`config.mk`:
```
export PLATFORM = sky130hd
export DESIGN_NAME = bmp24_stream_binarizer
export DESIGN_NICKNAME = d
export VERILOG_FILES = /design/src/hw/rtl/bsb_pkg.sv /design/src/hw/rtl/bsb_in_reg.sv /design/src/hw/rtl/bsb_parser.sv /design/src/hw/rtl/bsb_out_reg.sv /design/src/hw/rtl/bmp24_stream_binarizer.sv
export SDC_FILE = /design/constraint.sdc
export NUM_CORES = 1
export LEC_CHECK = 0
export BUFFER_PORTS_ARGS = -buffer_cell sky130_fd_sc_hd__buf_2
export CAP_MARGIN = 5
export CELL_PAD_IN_SITES_DETAIL_PLACEMENT = 1
export CELL_PAD_IN_SITES_GLOBAL_PLACEMENT = 1
export CORE_ASPECT_RATIO = 2
export CORE_MARGIN = 4
export CORE_UTILIZATION = 53
export DETAILED_ROUTE_END_ITERATION = 8
export GPL_ROUTABILITY_DRIVEN = 0
export PLACE_DENSITY = 0.9
export SLEW_MARGIN = 20
export SYNTH_ARGS = -nofsm -noshare
export SYNTH_HDL_FRONTEND = slang
export SYNTH_SLANG_ARGS = --single-unit
```
`constraint.sdc`:
```
create_clock -name clk -period 15.1 [get_ports clk]
set_clock_uncertainty 0.2 [all_clocks]
set_input_delay 0.755 -clock clk [delete_from_list [all_inputs] [get_ports clk]]
set_output_delay 0.755 -clock clk [all_outputs]
set_load 0.01 [all_outputs]
```
`src/hw/rtl/bsb_pkg.sv`:
```
// Shared types and constants for the 24-bit BMP stream binarizer.
package bsb_pkg;

	// Image size limits
	localparam int unsigned MAX_WIDTH  = 4096;
	localparam int unsigned MAX_HEIGHT = 4096;

	// Header layout
	localparam int unsigned HDR_BYTES = 54;
	localparam int unsigned WIDTH_AT  = 18;
	localparam int unsigned HEIGHT_AT = 22;
	localparam int unsigned HCNT_W    = 6;

	// Field widths
	localparam int unsigned BYTE_W   = 8;
	localparam int unsigned THR_W    = 10;
	localparam int unsigned SUM_W    = 10;
	localparam int unsigned POS_W    = 12;
	localparam logic [THR_W-1:0] THR_RESET = 10'd100;

	// Internal counter widths, derived from the limits
	localparam int unsigned WID_W = $clog2(MAX_WIDTH + 1);
	localparam int unsigned HGT_W = $clog2(MAX_HEIGHT + 1);
	localparam int unsigned ACT_W = $clog2(3 * MAX_WIDTH + 4);

	// Result kinds
	localparam logic KIND_PIXEL  = 1'b0;
	localparam logic KIND_REJECT = 1'b1;

	// One input byte
	typedef struct packed {
		logic [BYTE_W-1:0] data_byte;
		logic              start_of_file;
	} item_t;

	// One result item
	typedef struct packed {
		logic             kind;
		logic             pixel_on;
		logic [POS_W-1:0] column;
		logic [POS_W-1:0] row;
		logic             last_pixel;
	} result_t;

endpackage

```
`src/hw/rtl/bsb_in_reg.sv`:
```
// Input register stage: holds one accepted byte until the parser takes it.
module bsb_in_reg
	import bsb_pkg::*;
(
	input  logic  clk,
	input  logic  arst_n,
	input  logic  in_valid,
	output logic  in_stall,
	input  item_t in_item,
	input  logic  consume,
	output logic  item_valid_s1,
	output item_t item_s1
);

	logic accept;

	// Stall while the held byte cannot move on this cycle
	assign in_stall = item_valid_s1 && !consume;
	assign accept   = in_valid && !in_stall;

	// Track occupancy of the stage
	always_ff @(posedge clk or negedge arst_n) begin
		if (!arst_n) begin
			item_valid_s1 <= 1'b0;
		end else if (accept) begin
			item_valid_s1 <= 1'b1;
		end else if (consume) begin
			item_valid_s1 <= 1'b0;
		end
	end

	// Capture the payload on each transfer
	always_ff @(posedge clk) begin
		if (accept) begin
			item_s1 <= in_item;
		end
	end

endmodule

```
`src/hw/rtl/bsb_parser.sv`:
```
// Header parse, row walk and threshold logic with the parse state registers.
module bsb_parser
	import bsb_pkg::*;
(
	input  logic             clk,
	input  logic             arst_n,
	input  logic             threshold_we,
	input  logic [THR_W-1:0] threshold_wdata,
	input  logic             item_valid_s1,
	input  item_t            item_s1,
	input  logic             out_free,
	output logic             consume,
	output logic             res_valid,
	output result_t          res
);

	localparam logic [1:0] PH_HEADER = 2'd0;
	localparam logic [1:0] PH_PIXELS = 2'd1;
	localparam logic [1:0] PH_DONE   = 2'd2;

	// Parse state
	logic [THR_W-1:0]  threshold_q;
	logic [1:0]        phase_q, phase_d, phase_e;
	logic [HCNT_W-1:0] hcount_q, hcount_d, hcount_e;
	logic [31:0]       img_w_q, img_w_d, img_w_e;
	logic [31:0]       img_h_q, img_h_d, img_h_e;
	logic [ACT_W-1:0]  rbc_q, rbc_d, rbc_e;
	logic [HGT_W-1:0]  row_q, row_d, row_e;
	logic [WID_W-1:0]  col_q, col_d, col_e;
	logic [1:0]        pbi_q, pbi_d, pbi_e;
	logic [SUM_W-1:0]  psum_q, psum_d, psum_e;

	// Geometry fixed at the end of the header
	logic [ACT_W-1:0]  active_q, active_d;
	logic [ACT_W-1:0]  pad_m1_q, pad_m1_d;
	logic [WID_W-1:0]  w_m1_q, w_m1_d;
	logic [HGT_W-1:0]  h_m1_q, h_m1_d;

	// Step temporaries
	logic [1:0]        lane;
	logic [31:0]       byte_shifted;
	logic              dims_ok;
	logic [WID_W-1:0]  w_dim;
	logic [HGT_W-1:0]  h_dim;
	logic [ACT_W-1:0]  w_ext;
	logic [ACT_W-1:0]  active_c;
	logic [ACT_W-1:0]  padded_c;
	logic [SUM_W-1:0]  sum_c;
	logic              last_c;
	logic [31:0]       col_ext;
	logic [31:0]       row_ext;
	logic              emit;
	result_t           res_c;

	// Width or height check: positive and within the limit
	function automatic logic dim_ok(input logic [31:0] v, input logic [31:0] limit);
		dim_ok = (v != 32'd0) && !v[31] && (v <= limit);
	endfunction

	// Threshold register
	always_ff @(posedge clk or negedge arst_n) begin
		if (!arst_n) begin
			threshold_q <= THR_RESET;
		end else if (threshold_we) begin
			threshold_q <= threshold_wdata;
		end
	end

	// Start of file drops the current image and restarts at header byte 0
	always_comb begin
		if (item_s1.start_of_file) begin
			phase_e  = PH_HEADER;
			hcount_e = '0;
			img_w_e  = '0;
			img_h_e  = '0;
			rbc_e    = '0;
			row_e    = '0;
			col_e    = '0;
			pbi_e    = '0;
			psum_e   = '0;
		end else begin
			phase_e  = phase_q;
			hcount_e = hcount_q;
			img_w_e  = img_w_q;
			img_h_e  = img_h_q;
			rbc_e    = rbc_q;
			row_e    = row_q;
			col_e    = col_q;
			pbi_e    = pbi_q;
			psum_e   = psum_q;
		end
	end

	// Shared step arithmetic
	assign lane         = hcount_e[1:0] - 2'(WIDTH_AT);
	assign byte_shifted = {24'd0, item_s1.data_byte} << {lane, 3'b000};
	assign dims_ok      = dim_ok(img_w_e, 32'(MAX_WIDTH)) && dim_ok(img_h_e, 32'(MAX_HEIGHT));
	assign w_dim        = img_w_e[WID_W-1:0];
	assign h_dim        = img_h_e[HGT_W-1:0];
	assign w_ext        = ACT_W'(w_dim);
	assign active_c     = w_ext + (w_ext << 1);
	assign padded_c     = (active_c + ACT_W'(3)) & ~ACT_W'(3);
	assign sum_c        = psum_e + SUM_W'(item_s1.data_byte);
	assign last_c       = (row_e == h_m1_q) && (col_e == w_m1_q);
	assign col_ext      = 32'(col_e);
	assign row_ext      = 32'(row_e);

	// Advance the parse by one byte
	always_comb begin
		phase_d  = phase_e;
		hcount_d = hcount_e;
		img_w_d  = img_w_e;
		img_h_d  = img_h_e;
		rbc_d    = rbc_e;
		row_d    = row_e;
		col_d    = col_e;
		pbi_d    = pbi_e;
		psum_d   = psum_e;
		active_d = active_q;
		pad_m1_d = pad_m1_q;
		w_m1_d   = w_m1_q;
		h_m1_d   = h_m1_q;
		emit     = 1'b0;
		res_c    = '0;
		unique case (phase_e)
			PH_HEADER: begin
				if (hcount_e >= HCNT_W'(WIDTH_AT) && hcount_e < HCNT_W'(WIDTH_AT + 4)) begin
					img_w_d = img_w_e | byte_shifted;
				end else if (hcount_e >= HCNT_W'(HEIGHT_AT) &&
						hcount_e < HCNT_W'(HEIGHT_AT + 4)) begin
					img_h_d = img_h_e | byte_shifted;
				end
				if (hcount_e == HCNT_W'(HDR_BYTES - 1)) begin
					if (dims_ok) begin
						phase_d  = PH_PIXELS;
						active_d = active_c;
						pad_m1_d = padded_c - ACT_W'(1);
						w_m1_d   = w_dim - WID_W'(1);
						h_m1_d   = h_dim - HGT_W'(1);
					end else begin
						phase_d    = PH_DONE;
						emit       = 1'b1;
						res_c.kind = KIND_REJECT;
					end
				end else begin
					hcount_d = hcount_e + HCNT_W'(1);
				end
			end
			PH_PIXELS: begin
				if (rbc_e < active_q) begin
					if (pbi_e == 2'd2) begin
						emit             = 1'b1;
						res_c.kind       = KIND_PIXEL;
						res_c.pixel_on   = (sum_c >= threshold_q);
						res_c.column     = col_ext[POS_W-1:0];
						res_c.row        = row_ext[POS_W-1:0];
						res_c.last_pixel = last_c;
						pbi_d            = '0;
						psum_d           = '0;
						col_d            = col_e + WID_W'(1);
					end else begin
						pbi_d  = pbi_e + 2'd1;
						psum_d = sum_c;
					end
				end
				if (emit && last_c) begin
					phase_d = PH_DONE;
				end else if (rbc_e == pad_m1_q) begin
					rbc_d  = '0;
					row_d  = row_e + HGT_W'(1);
					col_d  = '0;
					pbi_d  = '0;
					psum_d = '0;
				end else begin
					rbc_d = rbc_e + ACT_W'(1);
				end
			end
			default: begin
				// Done, and the unused code: drop the byte
			end
		endcase
	end

	// Take the byte when its result, if any, has room
	assign consume   = item_valid_s1 && (!emit || out_free);
	assign res_valid = item_valid_s1 && emit;
	assign res       = res_c;

	// Commit the parse state
	always_ff @(posedge clk or negedge arst_n) begin
		if (!arst_n) begin
			phase_q  <= PH_HEADER;
			hcount_q <= '0;
			img_w_q  <= '0;
			img_h_q  <= '0;
			rbc_q    <= '0;
			row_q    <= '0;
			col_q    <= '0;
			pbi_q    <= '0;
			psum_q   <= '0;
		end else if (consume) begin
			phase_q  <= phase_d;
			hcount_q <= hcount_d;
			img_w_q  <= img_w_d;
			img_h_q  <= img_h_d;
			rbc_q    <= rbc_d;
			row_q    <= row_d;
			col_q    <= col_d;
			pbi_q    <= pbi_d;
			psum_q   <= psum_d;
		end
	end

	// Hold the image geometry
	always_ff @(posedge clk) begin
		if (consume) begin
			active_q <= active_d;
			pad_m1_q <= pad_m1_d;
			w_m1_q   <= w_m1_d;
			h_m1_q   <= h_m1_d;
		end
	end

endmodule

```
`src/hw/rtl/bsb_out_reg.sv`:
```
// Result register: holds one result until the receiver takes it.
module bsb_out_reg
	import bsb_pkg::*;
(
	input  logic    clk,
	input  logic    arst_n,
	input  logic    load,
	input  result_t res,
	output logic    out_free,
	output logic    out_valid,
	input  logic    out_stall,
	output result_t out_res
);

	logic    valid_q;
	result_t res_q;

	// Room when empty or when the held result transfers this cycle
	assign out_free  = !valid_q || !out_stall;
	assign out_valid = valid_q;
	assign out_res   = res_q;

	always_ff @(posedge clk or negedge arst_n) begin
		if (!arst_n) begin
			valid_q <= 1'b0;
		end else if (load) begin
			valid_q <= 1'b1;
		end else if (!out_stall) begin
			valid_q <= 1'b0;
		end
	end

	// Capture a new result
	always_ff @(posedge clk) begin
		if (load) begin
			res_q <= res;
		end
	end

endmodule

```
`src/hw/rtl/bmp24_stream_binarizer.sv`:
```
// Top level of the 24-bit BMP stream binarizer.
//
// Bytes of a 24-bit BMP file enter on the input channel (in_valid, in_stall,
// data_byte, start_of_file), one per transfer. start_of_file on a byte
// restarts the parse with that byte as header byte 0. The 54-byte header
// yields width and height; a bad size gives one reject result (kind 1) at
// header byte 53. Each pixel then gives one result on the output channel
// (out_valid, out_stall, kind, pixel_on, column, row, last_pixel) in file
// order; row padding and bytes after the image give none.
// threshold_we/threshold_wdata write the threshold; the user must write it only
// while idle, and the block does not enforce this. A byte passes the input
// register, then the parse step into the result register. Throughput is one
// byte per cycle while a byte that gives a result is not held by out_stall.
// Reset clears the parse to header byte 0, empties both registers and sets
// the threshold to 100. While out_stall holds a result, one more byte is
// taken into the input register; bytes that give no result keep flowing,
// and a byte that gives a result waits there, stalling the input.
module bmp24_stream_binarizer
	import bsb_pkg::*;
(
	input  logic              clk,
	input  logic              arst_n,
	input  logic              threshold_we,
	input  logic [THR_W-1:0]  threshold_wdata,
	input  logic              in_valid,
	output logic              in_stall,
	input  logic [BYTE_W-1:0] data_byte,
	input  logic              start_of_file,
	output logic              out_valid,
	input  logic              out_stall,
	output logic              kind,
	output logic              pixel_on,
	output logic [POS_W-1:0]  column,
	output logic [POS_W-1:0]  row,
	output logic              last_pixel
);

	item_t   in_item;
	item_t   item_s1;
	logic    item_valid_s1;
	logic    consume;
	logic    out_free;
	logic    res_valid;
	result_t res;
	result_t out_res;

	assign in_item.data_byte     = data_byte;
	assign in_item.start_of_file = start_of_file;

	bsb_in_reg u_in_reg (
		.clk           (clk),
		.arst_n        (arst_n),
		.in_valid      (in_valid),
		.in_stall      (in_stall),
		.in_item       (in_item),
		.consume       (consume),
		.item_valid_s1 (item_valid_s1),
		.item_s1       (item_s1)
	);

	bsb_parser u_parser (
		.clk             (clk),
		.arst_n          (arst_n),
		.threshold_we    (threshold_we),
		.threshold_wdata (threshold_wdata),
		.item_valid_s1   (item_valid_s1),
		.item_s1         (item_s1),
		.out_free        (out_free),
		.consume         (consume),
		.res_valid       (res_valid),
		.res             (res)
	);

	bsb_out_reg u_out_reg (
		.clk       (clk),
		.arst_n    (arst_n),
		.load      (res_valid && consume),
		.res       (res),
		.out_free  (out_free),
		.out_valid (out_valid),
		.out_stall (out_stall),
		.out_res   (out_res)
	);

	assign kind       = out_res.kind;
	assign pixel_on   = out_res.pixel_on;
	assign column     = out_res.column;
	assign row        = out_res.row;
	assign last_pixel = out_res.last_pixel;

endmodule
```
== Word-level counts from Yosys, hierarchy flattened ==
Cells that the tools add are included.
Word-level totals
  register bits after elaboration: 226
  word-level logic and storage cells: 136
Cells by class
  add/sub/neg operators: 12
  $lt $le $gt $ge: 8
  equal/unequal tests: 7
  shift operators: 1
  mux-type cells: 54
  bitwise gates (word level): 2
  reductions and logical operators: 29
Operators with widths (number)
  two-way mux 32 bit: 7
  two-way mux 13 bit: 10
  <= comparator 32 x 13 -> 1 bit (second input constant): 2
  bitwise OR 32 bit: 2
  nonzero test 32 bit: 2
  two-way mux 10 bit: 6
  two-way mux 14 bit: 4
  << shifter 8 x 5 -> 32 bit: 1
  two-way mux 27 bit: 1
  adder 13 x 1 -> 13 bit (second input constant): 2
  == test 13 bit: 2
  two-way mux 26 bit: 1
  subtractor 13 x 1 -> 13 bit (second input constant): 2
  two-way mux 2 bit: 10
  two-way mux 6 bit: 3
  adder 13 x 14 -> 14 bit: 1
  adder 14 x 1 -> 14 bit (second input constant): 1
  adder 14 x 2 -> 14 bit (second input constant): 1
  == test 14 bit: 1
  logical AND 1 bit: 14
  less-than comparator 14 bit: 1
  subtractor 14 x 1 -> 14 bit (second input constant): 1
  greater-or-equal comparator 6 x 5 -> 1 bit (second input constant): 2
  less-than comparator 6 x 5 -> 1 bit (second input constant): 2
  18 further kinds: 34

== Logic depth before layout (Yosys ltp) ==
  depth in word-level cells: 16
  gate-level depth with buffers: 22
  gate-level depth less buffers: 17

== Modules after synthesis ==
A second synthesis with hierarchy kept.
Unflattened totals
  cell total of the unflattened synthesis: 1335
  area, all modules: 12969.9 um^2
Modules (own cells, without submodules)
  bsb_parser: instances 1, cells an instance 1290, area an instance 11788.8 um^2
  bsb_out_reg: instances 1, cells an instance 30, area an instance 847.1 um^2
  bsb_in_reg: instances 1, cells an instance 14, area an instance 327.8 um^2
  bmp24_stream_binarizer: instances 1, cells an instance 1, area an instance 6.3 um^2

== Worst setup path after synthesis ==
No wires, ideal clock.
  kind: register -> register
  from: reg, netlist name u_in_reg.item_s1[0]
  to: reg u_out_reg.res_q (netlist bit u_out_reg.out_res[0]) (enable)
  library setup time: 0.411 ns
  data arrival time: 5.462 ns
  setup slack: 9.028 ns
  cell stages (with the launch flop): 20
  buffers on the path: 10
  clock period less this slack: 6.072 ns
  path through: edfxtp_1 > buf_4 > buf_4 > clkbuf_1 > clkbuf_1 > clkbuf_1 > clkbuf_1 > buf_1 > nor2_1 > ha_1 > a41o_1 > a211oi_1 > o31ai_1 > nor3_2 > a21oi_1 > a21oi_1 > clkbuf_1 > buf_2 > buf_2 > nor2_1
On the way
  longest elaborated chain between the ends: 12
  elaborated cells between the ends (all ways): 33
Ends and longest elaborated chain
  branches (longest 7 deep; another with <= comparator 32 x 13 -> 1 bit)
  case mux 1 bit (2 select lines) (*): RTL line bsb_parser.sv:125  | unique case (phase_e)
  logical NOT 1 bit: RTL line bsb_parser.sv:185  | assign consume = item_valid_s1 && (!emit || out_free);
  logical OR 1 bit: RTL line bsb_parser.sv:185
  logical AND 1 bit: RTL line bsb_parser.sv:185
  logical AND 1 bit (*): RTL line bmp24_stream_binarizer.sv:77  | .load (res_valid && consume),
  via u_out_reg.load: RTL line bsb_out_reg.sv:7  | input logic load,
  end signal: assignment: RTL line bsb_out_reg.sv:36  | res_q <= res;
  end: declaration: RTL line bsb_out_reg.sv:16  | result_t res_q;
Mark *: on every way through the listed nets, which the timed path passes. The select of a mux whose other input is x is not followed.
A chain may end at the register's enable or synchronous reset.

== Final worst setup path ==
  from: reg, netlist name u_in_reg.item_s1[0]
  to: reg u_parser.pad_m1_q[13], data pin
On the way
  longest elaborated chain between the ends: 4
Ends and longest elaborated chain
  two-way mux 32 bit: RTL line bsb_parser.sv:71  | if (item_s1.start_of_file) begin
  adder 13 x 14 -> 14 bit: RTL line bsb_parser.sv:101  | assign active_c = w_ext + (w_ext << 1);
  adder 14 x 2 -> 14 bit: RTL line bsb_parser.sv:102  | assign padded_c = (active_c + ACT_W'(3)) & ~ACT_W'(3);
  subtractor 14 x 1 -> 14 bit: RTL line bsb_parser.sv:137  | pad_m1_d = padded_c - ACT_W'(1);
  end signal: assignment: RTL line bsb_parser.sv:218  | pad_m1_q <= pad_m1_d;
  end: declaration: RTL line bsb_parser.sv:35  | logic [ACT_W-1:0] pad_m1_q, pad_m1_d;
Every way passes these cells.

==> impl_metrics.toml <==
[outcome]
status = "complete, but fails checks"
violations = "negative hold slack"

[yosys]
synth_ff_type = "dfrtp_1"
synth_xor_area_share_pct = 4.494
yosysTopAreaCellShare_pct = 25.65
synth.net_count = 1475
ys_top_cells_by_area = "dfrtp_1, edfxtp_1, ha_1"
synthesis.instances = 1387
ys_seq_area_share_pct = 46.63
synthArstFlopShare_pct = 60.71
synth_top_family_by_area = "simple AND/OR/NAND/NOR gates"
synth_seq_cells = 224
synth_edf_count = 88
yosys.area_share.adder_pct = 6.288
synthTopCellsByCount = "nand2_1, dfrtp_1, o21ai_0, nor2_1, inv_1"
yosysTopAreaCell = "dfrtp_1"
yosys_warnings = 0
synthMuxAreaShare_pct = 0.4822
avgSynthCellArea_um2 = 9.354
synth-simple-area-share_pct = 21.43
synth.distinct_cells = 89
synthesis.area_um2 = 12970
synth_compound_area_share_pct = 16.20
yosysMostFrequentCell = "nand2_1"

[setup_path]
required_ns = 15.17
reg2reg_to = "u_parser.pad_m1_q[13]"
crit_family = "simple AND/OR/NAND/NOR gates"
path_max_fanout = 64
r2r_slack_ns = 9.16
startpoint_type = "register"
r2r_start = "u_in_reg.item_s1[0]"
ff2ff_path_depth = 16
critPathKind = "register to register"
end_kind = "register"
critPathBufInv = 4
cp_data_arrival_time_ns = 6.00
slowest_stage = "clkinv_1"
critPathMaxStageDelay_ns = 0.59
crit_chain = "buf_4 -> clkinv_1 -> nand2_1 -> inv_1 -> ha_1 -> inv_1 -> fa_1 -> nor3_1 -> o211ai_1 -> a211oi_1 -> xnor2_1 -> nand3_1 -> nand2b_1 -> nor4_2 -> mux2i_1 -> xnor2_1"

[sta]
min_period_ns = 5.936
relSlewSlack_pct = 27.53
worst_slew_pin_slew_ns = 1.078
min_period_over_period_pct = 39.31
hold_viol = 6
fmax_mhz = 168.5
finalMaxSlewViolations = 0
grt_setup_unrepaired = "no"
tns_ns = 0
timing.hold.ws_ns = -0.004348
setup-violations-final = 0

[detailed_routing]
ant_nets = 0
wl_per_cell_um = 23.62
num_vias = 11150
vias_per_cell = 6.491
post-route-drc-count = 0
dr.pass1.iters = 7
routed_wl_um = 40570
drtIter0Drc = 751

[global_route]
grt_use_total_pct = 29.88
antenna_found_initial = 0
grt_pass1_wl_um = 65240
grt-ovfl-total = 0
grt_max_degree = 76
grt_pass1_vias = 12340

[pwr]
vdd_ir_drop_max_uv = 107.7
powerDensity_nw_per_um2 = 90.16
leakage_nw = 6.139

[finish]
antenna_cells = 0
drive_gt1_share_pct = 9.574
layout.nets = 1503
syn_to_final_growth_pct = 9.277
final_core_util_pct = 59.02

[floorplanning]
initial_core_util_pct = 54.01
die_h_um = 229.3
fp.dieW_um = 118.6
ioPinCount = 53
rows = 80
dieArea_um2 = 27200
core_um2 = 24020

[cts]
worstSkewPairLatency_ns = 0.54
cts_tree = "yes"
root_buffer = "clkbuf_16"
ctsHoldBuffers = 0
cts.sinks = 224
cts_setup_buffers = 0
ctsResizeCount = 0
cts_made_buffers = 22
clk_pin_slew_worst_paths_ns = 0.07
h-tree-depth = 1
clockBufferDepth = 3

[worst_hold_path]
hold_class = "input port to asynchronous set/reset pin"

[placement]
dp_hpwl_um = 29480
portBuffers = 52

[run]
cap_violations = 0
## per-layer routing
layer  vias to the layer above  wire [µm]  track usage, %
li1                       5016          -               -
met1                      5550      13510           29.15
met4                         0       3491           23.00
met3                       195       1345           3.753
met2                       391      22230           55.80
met5                         -          0               0
## stage by stage
stage	setup WS (ns)	hold WS (ns)	std cells	total power, W	area [µm²]
floorplan	9.028	0.2422	1387	0.0007102	12970
global placement	10.02	0.2542	1678	0.0007393	13470
detailed placement	9.632	0.2726	1678	0.0007443	13470
CTS	9.340	0.009506	1718	0.001283	14170
global route	8.836	0.04027	1718	0.001320	14180
finish	9.164	-0.004348	1718	0.001278	14180
## worst max-delay path by stage
stage | startpoint | end | slack [ns] | cells past startpoint
global placement | u_in_reg.item_s1[0] | u_parser.active_q[9] | 10.02 | 11
detailed placement | u_in_reg.item_s1[0] | u_parser.pad_m1_q[13] | 9.63 | 16
global route | u_in_reg.item_s1[0] | u_parser.pad_m1_q[13] | 8.84 | 16
CTS | u_in_reg.item_s1[0] | u_parser.pad_m1_q[13] | 9.34 | 16
finish | u_in_reg.item_s1[0] | u_parser.pad_m1_q[13] | 9.16 | 16
floorplan | u_in_reg.item_s1[0] | u_out_reg.out_res[0] | 9.03 | 19
## state kept, by name, indices dropped and copies added (netlist names)
register / count
u_parser.img_h_q: 32
u_parser.img_w_q: 32
u_out_reg.out_res: 27
u_parser.active_q: 14
u_parser.rbc_q: 14
u_parser.col_q: 13
u_parser.h_m1_q: 13
u_parser.row_q: 13
u_parser.w_m1_q: 13
u_parser.pad_m1_q: 12
u_parser.psum_q: 10
u_parser.threshold_q: 10
u_in_reg.item_s1: 9
u_parser.hcount_q: 6
u_parser.pbi_q: 2
u_parser.phase_q: 2
u_in_reg.item_valid_s1: 1
u_out_reg.out_valid: 1
## cell type report
class / instances / area, µm²
Sequential cell: 224 / 6050
Clock inverter: 14 / 117.6
Clock buffer: 26 / 579.3
Fill cell: 2711 / 9846
Timing Repair Buffer: 65 / 364.1
Tap cell: 287 / 359.1
Multi-Input combinational cell: 1012 / 6370
Inverter: 90 / 337.8
## worst reg2reg max path: stages, from the launching register on
cell and delay, ns:
edfxtp_1 0.34, buf_4 0.58, clkinv_1 0.64, nand2_1 0.40, inv_1 0.12, ha_1 0.23, inv_1 0.07, fa_1 0.49
nor3_1 0.29, o211ai_1 0.15, a211oi_1 0.43, xnor2_1 0.31, nand3_1 0.27, nand2b_1 0.27, nor4_2 0.47, mux2i_1 0.32
xnor2_1 0.09
## power breakdown
group / switching (W) / total [W] / internal [W] / leakage, nW
logic: 0.0000616 / 0.0000868 / 0.0000252 / 3.17
registers: 0.00000918 / 0.000647 / 0.000638 / 2.62
clock network: 0.000250 / 0.000545 / 0.000295 / 0.342
## logic make-up (layout without fill, tap and decap cells)
logic type / after synthesis / count (layout)
compound gates: 321 / 321
fa+ha+maj: 64 / 64
flops: 224 / 224
xor+xnor: 65 / 65
mux: 6 / 6
buf+inv: 151 / 195
simple gates: 556 / 556
## cell usage in the layout, fill, tap and decap left out, types with 13 or more instances in the layout
cell and instances:
xor2_1 18, o32ai_1 14, nor4_1 14, o21ai_0 130
and3_1 31, nand4_1 19, nor2b_1 25, nor2_1 103
nand2_1 188, ha_1 62, edfxtp_1 88, xnor2_1 46
nand2b_1 25, a31oi_1 21, clkbuf_16 22, dfrtp_1 133
nand3_1 45, a21o_1 18, inv_1 89, a21oi_1 37
nor3_1 35, buf_2 51, buf_4 13
Note: power is estimated with default switching activity, not from simulation.
